===== config.mk =====
export PLATFORM = sky130hd
export DESIGN_NAME = bit_field_reader
export DESIGN_NICKNAME = d
export VERILOG_FILES = /design/src/rtl/bfr_pkg.sv /design/src/rtl/bfr_core.sv /design/src/rtl/bit_field_reader.sv
export SDC_FILE = /design/constraint.sdc
export NUM_CORES = 1
export LEC_CHECK = 0
export BUFFER_PORTS_ARGS = -buffer_cell sky130_fd_sc_hd__clkbuf_2
export CORE_UTILIZATION = 45
export CTS_CLUSTER_SIZE = 24
export DETAILED_ROUTE_END_ITERATION = 8
export PLACE_DENSITY = 0.59
export SYNTH_ARGS = -nofsm -noshare
export SYNTH_HDL_FRONTEND = slang
export SYNTH_HIERARCHICAL = 1
export SYNTH_SLANG_ARGS = --single-unit

===== constraint.sdc =====
create_clock -name clk -period 10.34 [get_ports clk]
set_input_delay 1.034 -clock clk [delete_from_list [all_inputs] [get_ports clk]]
set_output_delay 1.034 -clock clk [all_outputs]
set_load 0.01 [all_outputs]

===== src/rtl/bfr_pkg.sv =====
// ----------------------------------------------------------------------------
// bfr_pkg
// Types and constants of the bit field reader.
// ----------------------------------------------------------------------------
package bfr_pkg;

  localparam int BUFFER_BYTES   = 8;
  localparam int MAX_FIELD_BITS = 32;
  localparam int BUF_BITS       = BUFFER_BYTES * 8;
  localparam int FILL_W         = $clog2(BUFFER_BYTES + 1);
  localparam int AVAIL_W        = 7;
  localparam int VALUE_W        = 32;
  localparam int COUNT_W        = 6;

  typedef enum logic [1:0] {
    KIND_PUSH  = 2'd0,
    KIND_READ  = 2'd1,
    KIND_ALIGN = 2'd2,
    KIND_SKIP  = 2'd3
  } bfr_kind_t;

  typedef enum logic [1:0] {
    ST_OK         = 2'd0,
    ST_SHORT      = 2'd1,
    ST_FULL       = 2'd2,
    ST_MISALIGNED = 2'd3
  } bfr_status_t;

  typedef struct packed {
    bfr_kind_t          kind;
    logic [7:0]         byte_value;
    logic               end_of_stream;
    logic [COUNT_W-1:0] bit_count;
  } bfr_item_t;

  typedef struct packed {
    logic [AVAIL_W-1:0] bits_available;
    logic               at_end;
    bfr_status_t        status;
    logic [VALUE_W-1:0] value;
  } bfr_result_t;

  // current byte always sits in the lowest byte of bytes
  typedef struct packed {
    logic [BUF_BITS-1:0] bytes;
    logic [FILL_W-1:0]   fill;
    logic [2:0]          bit_pos;
    logic                last_seen;
  } bfr_state_t;

endpackage


===== src/rtl/bfr_core.sv =====
// ----------------------------------------------------------------------------
// bfr_core
// Next-state and result logic for one item of the bit field reader.
// ----------------------------------------------------------------------------
module bfr_core
  import bfr_pkg::*;
(
  input  bfr_state_t  cur,
  input  bfr_item_t   item,
  output bfr_state_t  nxt,
  output bfr_result_t res
);

  logic [AVAIL_W-1:0] avail;
  logic [COUNT_W-1:0] count;
  logic [VALUE_W-1:0] win;
  logic [VALUE_W-1:0] rev;
  logic [VALUE_W-1:0] read_value;
  logic [AVAIL_W-1:0] take;
  logic [AVAIL_W-1:0] total;
  logic [2:0]         drop;

  assign avail = AVAIL_W'({cur.fill, 3'b000}) - AVAIL_W'(cur.bit_pos);

  assign count = (item.bit_count > COUNT_W'(MAX_FIELD_BITS)) ?
                 COUNT_W'(MAX_FIELD_BITS) : item.bit_count;

  // bits beyond the buffered ones read as zero; first bit drawn goes to the MSB
  assign win = VALUE_W'(cur.bytes >> cur.bit_pos);

  always_comb begin
    for (int j = 0; j < VALUE_W; j++) begin
      rev[VALUE_W-1-j] = win[j] & (AVAIL_W'(j) < avail);
    end
  end

  assign read_value = rev >> (COUNT_W'(VALUE_W) - count);

  assign take  = (AVAIL_W'(count) < avail) ? AVAIL_W'(count) : avail;
  assign total = AVAIL_W'(cur.bit_pos) + take;
  assign drop  = total[5:3];

  always_comb begin
    nxt        = cur;
    res.value  = '0;
    res.status = ST_OK;
    unique case (item.kind)
      KIND_PUSH: begin
        if (cur.fill >= FILL_W'(BUFFER_BYTES) || cur.last_seen) begin
          res.status = ST_FULL;
        end else begin
          nxt.bytes[{cur.fill[2:0], 3'b000} +: 8] = item.byte_value;
          nxt.fill      = cur.fill + FILL_W'(1);
          nxt.last_seen = cur.last_seen | item.end_of_stream;
        end
      end
      KIND_READ: begin
        if (!cur.last_seen && AVAIL_W'(count) > avail) begin
          res.status = ST_SHORT;
        end else begin
          res.value   = read_value;
          nxt.bytes   = cur.bytes >> {drop, 3'b000};
          nxt.fill    = cur.fill - FILL_W'(drop);
          nxt.bit_pos = total[2:0];
        end
      end
      KIND_ALIGN: begin
        if (cur.bit_pos != 3'd0 && cur.fill != '0) begin
          nxt.bytes   = cur.bytes >> 8;
          nxt.fill    = cur.fill - FILL_W'(1);
          nxt.bit_pos = 3'd0;
        end
      end
      KIND_SKIP: begin
        priority if (cur.bit_pos != 3'd0) begin
          res.status = ST_MISALIGNED;
        end else if (cur.fill != '0) begin
          nxt.bytes = cur.bytes >> 8;
          nxt.fill  = cur.fill - FILL_W'(1);
        end else if (!cur.last_seen) begin
          res.status = ST_SHORT;
        end else begin
          // empty store at the end: nothing to do
        end
      end
      default: ;
    endcase
    res.bits_available = AVAIL_W'({nxt.fill, 3'b000}) - AVAIL_W'(nxt.bit_pos);
    res.at_end         = nxt.last_seen && (nxt.fill == '0);
  end

endmodule


===== src/rtl/bit_field_reader.sv =====
// ----------------------------------------------------------------------------
// bit_field_reader
// Byte-fed bit field extractor, bits drawn LSB first from each byte.
// ----------------------------------------------------------------------------
// Usage:
//   in_* stream carries one request per item: in_tuser is the kind (push
//   byte, read field, align, skip byte), in_tlast marks the final pushed
//   byte, in_tdata holds the byte value and the read bit count.
//   out_* stream returns exactly one result item per request: field value,
//   bits still buffered, status on out_tuser, and out_tlast high once the
//   final byte has been drained (reads then return zero bits).
// Pipeline: input register, then result register; the state update happens
//   as the item leaves the input register.
// Throughput: 1 item per cycle while out_tready is high; the whole step is one
//   barrel shift, bit reverse and mask over an 8-byte window that always keeps
//   the current byte in its lowest slot.
// Reset: empty buffer, bit position 0, end flag clear, both stages empty.
// Stall: while out_tready is low the result holds, the input stage keeps
//   its item, and in_tready drops once that stage is occupied.
// ----------------------------------------------------------------------------
module bit_field_reader
  import bfr_pkg::*;
(
  input  logic        clk,
  input  logic        rst_n,
  input  logic        in_tvalid,
  output logic        in_tready,
  input  logic [15:0] in_tdata,   // [7:0] byte_value, [13:8] bit_count, [15:14] zero
  input  logic [1:0]  in_tuser,   // [1:0] kind
  input  logic        in_tlast,   // end_of_stream
  output logic        out_tvalid,
  input  logic        out_tready,
  output logic [39:0] out_tdata,  // [31:0] value, [38:32] bits_available, [39] zero
  output logic [1:0]  out_tuser,  // [1:0] status
  output logic        out_tlast   // at_end
);

  // input stage
  bfr_item_t   item_r;
  logic        s1_valid_r;
  logic        s1_go;
  logic        in_go;

  // reader state
  bfr_state_t  state_r;
  bfr_state_t  state_nxt;

  // result stage
  bfr_result_t res_r;
  bfr_result_t res_nxt;
  logic        out_valid_r;

  // the input stage moves on whenever the result register is free or drains
  assign s1_go     = s1_valid_r && (!out_valid_r || out_tready);
  assign in_tready = !s1_valid_r || s1_go;
  assign in_go     = in_tvalid && in_tready;

  always_ff @(posedge clk) begin
    if (!rst_n) begin
      s1_valid_r <= 1'b0;
    end else if (in_tready) begin
      s1_valid_r <= in_tvalid;
    end
  end

  always_ff @(posedge clk) begin
    if (in_go) begin
      item_r.kind          <= bfr_kind_t'(in_tuser);
      item_r.byte_value    <= in_tdata[7:0];
      item_r.bit_count     <= in_tdata[13:8];
      item_r.end_of_stream <= in_tlast;
    end
  end

  bfr_core u_core (
    .cur  (state_r),
    .item (item_r),
    .nxt  (state_nxt),
    .res  (res_nxt)
  );

  // control part of the state is reset; stored bytes are payload
  always_ff @(posedge clk) begin
    if (!rst_n) begin
      state_r.fill      <= '0;
      state_r.bit_pos   <= '0;
      state_r.last_seen <= 1'b0;
    end else if (s1_go) begin
      state_r.bytes     <= state_nxt.bytes;
      state_r.fill      <= state_nxt.fill;
      state_r.bit_pos   <= state_nxt.bit_pos;
      state_r.last_seen <= state_nxt.last_seen;
    end
  end

  always_ff @(posedge clk) begin
    if (!rst_n) begin
      out_valid_r <= 1'b0;
    end else if (s1_go) begin
      out_valid_r <= 1'b1;
    end else if (out_tready) begin
      out_valid_r <= 1'b0;
    end
  end

  always_ff @(posedge clk) begin
    if (s1_go) begin
      res_r <= res_nxt;
    end
  end

  assign out_tvalid = out_valid_r;
  assign out_tdata  = {1'b0, res_r.bits_available, res_r.value};
  assign out_tuser  = res_r.status;
  assign out_tlast  = res_r.at_end;

endmodule


Word-level counts from Yosys, hierarchy flattened
Index checks and enable logic that the tools add are counted.
{ "op_classes": {"n_addsub": 8, "order_cmp": 36, "n_eq_ne": 8, "n_shift": 5, "n_mux": 20, "bitwise": 34, "n_reduce_logical": 18} }
{ "op_table": {"columns": ["operator", "count"], "rows": [
  ["case mux 68 bit (4 select lines)", 1],
  ["2-to-1 mux 68 bit", 3],
  ["2-to-1 mux 71 bit", 2],
  ["less-than comparator 5 x 7 -> 1 bit (first input constant)", 16],
  ["bitwise mux 64 bit", 1],
  ["variable shift 8 x 8 -> 64 bit (first input constant)", 1],
  ["variable part select 8 x 8 -> 64 bit", 1],
  ["right shift 64 x 3 -> 32 bit", 1],
  ["right shift 64 x 6 -> 64 bit", 1],
  ["less-than comparator 4 x 7 -> 1 bit (first input constant)", 8],
  ["AND 1 bit", 32],
  ["right shift 32 x 6 -> 32 bit", 1],
  ["less-than comparator 3 x 7 -> 1 bit (first input constant)", 4],
  ["less-than comparator 1 x 7 -> 1 bit (first input constant)", 2],
  ["less-than comparator 2 x 7 -> 1 bit (first input constant)", 2],
  ["subtractor 7 x 3 -> 7 bit", 2],
  ["2-to-1 mux 6 bit", 2],
  ["negation 6 -> 8 bit", 1],
  ["greater-than comparator 6 x 7 -> 1 bit", 1],
  ["less-than comparator 6 x 7 -> 1 bit", 1],
  ["AND reduction 7 bit", 1],
  ["adder 3 x 6 -> 6 bit", 1],
  ["greater-than comparator 6 bit (second input constant)", 1],
  ["2-to-1 mux 1 bit", 6],
  ["other kinds (23)", 37]
]} }
{ "totals": {"regBits": 133, "input_bits": 23, "word_cells": 143} }

Longest topological paths before layout
{ "depth": {"word_depth": 10, "depth_mapped": 32} }

By module
The synthesis kept the hierarchy.
{ "by_module_without_submodules": {"columns": ["module", "instances", "cells_per_inst", "area_per_inst_um2"], "rows": [
  ["bfr_core", 1, 1341, 9211.3],
  ["bit_field_reader", 1, 170, 4126.5]
]} }

Worst setup path before layout
Ideal clock, no wire load.
{ "synth_path": {"path_type": "register -> register", "startpoint": "register state_r[4] (netlist bit)", "endpoint": "register res_r, in the netlist out_tdata[38] (data pin)", "setup_ns": 0.272, "arrival_time_ns": 6.274, "required_ns": 10.068, "setup_slack_ns": 3.794, "stages_incl_launch_ff": 32, "path_buffers": 5, "period_less_slack_ns": 6.546, "path_cell_list": "dfxtp_1 > buf_2 > inv_1 > ha_1 > or4b_4 > a21oi_4 > or2_1 > inv_2 > ha_1 > and3_1 > o311ai_1 > a311o_2 > buf_6 > nand2_1 > o21ai_0 > ha_1 > fa_1 > a21oi_1 > nor3_1 > xnor3_1 > mux2i_1 > buf_2 > buf_2 > buf_2 > xnor2_1 > ha_1 > inv_1 > a2111oi_0 > a41oi_1 > nand3_1 > a2111oi_2 > xor2_1"} }
{ "synth_lines": {"columns": ["element", "line", "source"], "rows": [
  ["from (decl)", "bit_field_reader.sv:45", "bfr_state_t state_r;"],
  ["to (signal assigned)", "bit_field_reader.sv:108", "res_r <= res_nxt;"],
  ["to (decl)", "bit_field_reader.sv:49", "bfr_result_t res_r;"]
]} }

==> out/qor.log <==
qor: min_path.timing.hold.worst.class reg -> reg
qor: finish.seq_area 3900 µm²
qor: clock_network.cts_sinks 133
qor: grt.initial_antenna_violation_count 0
qor: yosys.ys.flop_type sky130_fd_sc_hd__edfxtp_1
qor: clock_network.cts.reportedPaths.clkPinSlew 0.06 ns
qor: sta.final_setup_vio_count 0
qor: placement.buffers_on_ports 64
qor: clock_network.insertion_delay 0.45 ns
qor: sta.timing.max_slew.rel_slack 0.241
qor: power.leakagePower 0.00502 µW
qor: grt.grt_first_pass_wirelength 69.9 mm
qor: sta.total_neg_setup_slack 0 ns
qor: critical_path.path_buf_inv 3
qor: critical_path.crit_required 10.65 ns
qor: finish.layout.nets 1529
qor: grt.track_usage 0.296
qor: floorplanning.initial_utilization 0.461
qor: drt.drtPass1Iterations 8
qor: floorplanning.placementRows 62
qor: sta.grt_setup_unrepaired no
qor: run_status.outcome finished, final reports clean
qor: clock_network.tritoncts built
qor: critical_path.worst_path_dominant_cell_family simple AND/OR/NAND/NOR gates
qor: yosys.synth_enable_flop_cells 123
qor: finish.n_fill_cell 2755
qor: grt.grt_overflow 0
qor: critical_path.worst-setup-path-type reg -> reg
qor: floorplanning.die_area 30300 µm²
qor: placement.finalWeightedCongestion 0.929
qor: placement.placed_cell_area 13800 µm²
qor: finish.layout.cells.most_common_list 231 x sky130_fd_sc_hd__nand2_1, 128 x sky130_fd_sc_hd__nor2_1, 123 x sky130_fd_sc_hd__edfxtp_1
qor: yosys.synth_seq_area_share 0.292
qor: yosys.synth.net_count 1562
qor: sta.number_of_endpoints_with_negative_hold_slack_in_the_final_report 0
qor: critical_path.start_kind flop
qor: clock_network.cts_setup_buffers 0
qor: drt.drtAntennaViolNets 0
qor: sta.worstMarginPinSlew 1.14 ns
qor: floorplanning.die_width 174 µm
qor: sta.worst_hold_slack 0.531 ns
qor: drt.dr_total_vias 12800
qor: critical_path.setup.worst_path.start state_r[1]
qor: critical_path.r2r_start state_r[1]
qor: power.irDropWorstVdd 0.108 mV
qor: floorplanning.top_level_ports 68
qor: finish.area_used_by_multi_input_combinational_logic 8800 µm²
qor: critical_path.timing.critical_path.to_type flop
qor: yosys.avgSynthCellArea 8.83 µm²
qor: finish.n_antenna_cell 0
qor: yosys.yosysWarnings 6
qor: finish.area_delta_synth_final 7.87%
qor: critical_path.crit_path_max_incr_delay 0.71 ns
qor: drt.drt-wirelength-per-cell 24.0 µm
qor: drt.drt-initial-drc-count 1436
qor: clock_network.clockRootBuffer sky130_fd_sc_hd__clkbuf_16
qor: critical_path.worst_ep_arrival_time 7.48 ns
qor: power.p_per_area 129 nW/µm²
qor: drt.drt_drc_violations_left 0
qor: clock_network.clk_path_buf_depth 2
qor: sta.fin_skew 0.0164 ns
qor: sta.fin_crit_sh 0.694
qor: floorplanning.fp.coreArea 28900 µm²
qor: drt.drt-total-wl 45.0 mm
qor: critical_path.critical-path-slowest-cell sky130_fd_sc_hd__nor2_2
qor: critical_path.critical_path_fanouts_max 64
qor: yosys.netlist_instances 1511
qor: yosys.ys_types 100
qor: sta.max_freq 139 MHz
qor: yosys.post_synth_instance_area 13300 µm²
qor: drt.post_drt_via_cell_ratio 6.82
qor: clock_network.cts-resized-gates 0
qor: grt.first_global_vias 11800
qor: yosys.postSynthRegisterBits 133
qor: sta.slew_viol_final 0
qor: clock_network.cts_inserted_buffers 17
qor: finish.final_area 14400 µm²
qor: clock_network.htree_num_levels 4
qor: floorplanning.chipHeight 174 µm
qor: finish.layout_commonest_cell sky130_fd_sc_hd__nand2_1
qor: grt.grt_start_max_net_pins 86
qor: critical_path.cell_chain_critical_path buf_4 > nor4_1 > nor2_2 > inv_1 > ha_1 > and3_1 > o311ai_1 > a311o_2 > nand2_1 > o21ai_0 > ha_1 > fa_1 > a21oi_1 > nor2b_1 > xnor2_1 > mux2_2 > buf_4 > a31oi_1 > nor2_2 > a221o_1
qor: job.max-cap-violations 0
qor: sta.fin_crit 7.18 ns
qor: finish.post_route_cells_drive_above_1_share 0.165
qor: placement.dpl.hpwl 30.6 mm
qor: min_path.hold_path.startpoint s1_valid_r
qor: clock_network.cts-hold-fix-buffers 0
qor: yosys.share_of_async_settable_or_async_resettable_flops_after_synthesis 0
-- sequential cells by signal, summed over array words and instances (netlist names) --
| name | count |
|---|---|
| state_r | 72 |
| out_tdata | 39 |
| item_r | 17 |
| out_tuser | 2 |
| out_tlast | 1 |
| out_tvalid | 1 |
| s1_valid_r | 1 |
-- path summary, 6_finish.rpt --
kind / to / cells after the start / slack (ns)
worst min-delay path: out_tvalid / 1 / 0.53
worst min register to register: out_tvalid / 1 / 0.53
worst max register to register: state_r[62] / 20 / 3.16
worst max-delay path: state_r[62] / 20 / 3.16
-- cells in the mapped netlist (9+ instances only) --
cell type | number | share of area
sky130_fd_sc_hd__a21oi_1 | 109 | 0.041
sky130_fd_sc_hd__inv_1 | 25 | 0.0070
sky130_fd_sc_hd__and2_1 | 17 | 0.0080
sky130_fd_sc_hd__a311oi_1 | 10 | 0.0066
sky130_fd_sc_hd__o221ai_1 | 9 | 0.0059
sky130_fd_sc_hd__a21o_1 | 19 | 0.011
sky130_fd_sc_hd__nand3_1 | 23 | 0.0086
sky130_fd_sc_hd__o22ai_1 | 18 | 0.0084
sky130_fd_sc_hd__o211ai_1 | 38 | 0.021
sky130_fd_sc_hd__mux2i_1 | 106 | 0.080
sky130_fd_sc_hd__clkbuf_1 | 93 | 0.026
sky130_fd_sc_hd__ha_1 | 27 | 0.025
sky130_fd_sc_hd__a31oi_1 | 16 | 0.0075
sky130_fd_sc_hd__nor2_1 | 129 | 0.036
sky130_fd_sc_hd__mux4_2 | 36 | 0.061
sky130_fd_sc_hd__dfxtp_1 | 10 | 0.015
sky130_fd_sc_hd__buf_4 | 10 | 0.0056
sky130_fd_sc_hd__a32oi_1 | 20 | 0.013
sky130_fd_sc_hd__a221o_1 | 39 | 0.029
sky130_fd_sc_hd__nor3_1 | 22 | 0.0083
sky130_fd_sc_hd__o21ai_0 | 43 | 0.016
sky130_fd_sc_hd__mux2_2 | 34 | 0.029
sky130_fd_sc_hd__a211oi_1 | 27 | 0.015
sky130_fd_sc_hd__a221oi_1 | 41 | 0.027
sky130_fd_sc_hd__buf_2 | 27 | 0.010
sky130_fd_sc_hd__edfxtp_1 | 123 | 0.28
sky130_fd_sc_hd__a22o_1 | 11 | 0.0072
sky130_fd_sc_hd__o31ai_1 | 12 | 0.0068
sky130_fd_sc_hd__nand2_1 | 231 | 0.065
sky130_fd_sc_hd__and3_1 | 11 | 0.0052
sky130_fd_sc_hd__nor2b_1 | 12 | 0.0056
-- cell families after synthesis --
| logic type | count (synthesis) | share of synthesized area |
|---|---|---|
| DFF | 133 | 0.292 |
| AOI/OAI and AO/OA | 491 | 0.273 |
| xor gates and xnor gates | 16 | 0.0121 |
| muxes | 181 | 0.175 |
| adders and majority gates | 28 | 0.0268 |
| and+or+nand+nor | 489 | 0.164 |
| buffers and inverters | 172 | 0.0567 |
| other | 1 | 0.000281 |
-- metal layers --
layer,wire (µm),vias to the layer above,global-route usage
met5,0,-,0
met4,1840,0,0.134
met3,3510,104,0.0472
met2,20500,614,0.464
met1,19100,6276,0.400
li1,-,5799,-
-- per-stage QoR --
stage,setup slack [ns],instances,power [µW],utilization
3_5_place_dp,3.18,1843,1220,0.477
4_1_cts,3.16,1875,1850,0.497
6_report,3.16,1875,1850,0.497
2_1_floorplan,3.79,1511,1080,-
5_1_grt,2.65,1875,1930,0.497
3_3_place_gp,3.26,1843,1220,0.477
-- report_power, final --
group          switching [µW]  internal, µW
clock                     265           357
sequential               33.4           625
combinational             363           207
-- cell type report --
cell class	count	share of cell area
Tap cell	384	0.0334
Sequential cell	133	0.271
Clock inverter	14	0.0104
Multi-Input combinational cell	1206	0.612
Timing Repair Buffer	91	0.0364
Inverter	29	0.00757
Clock buffer	18	0.0298
Power figures use the tool's default switching activity.
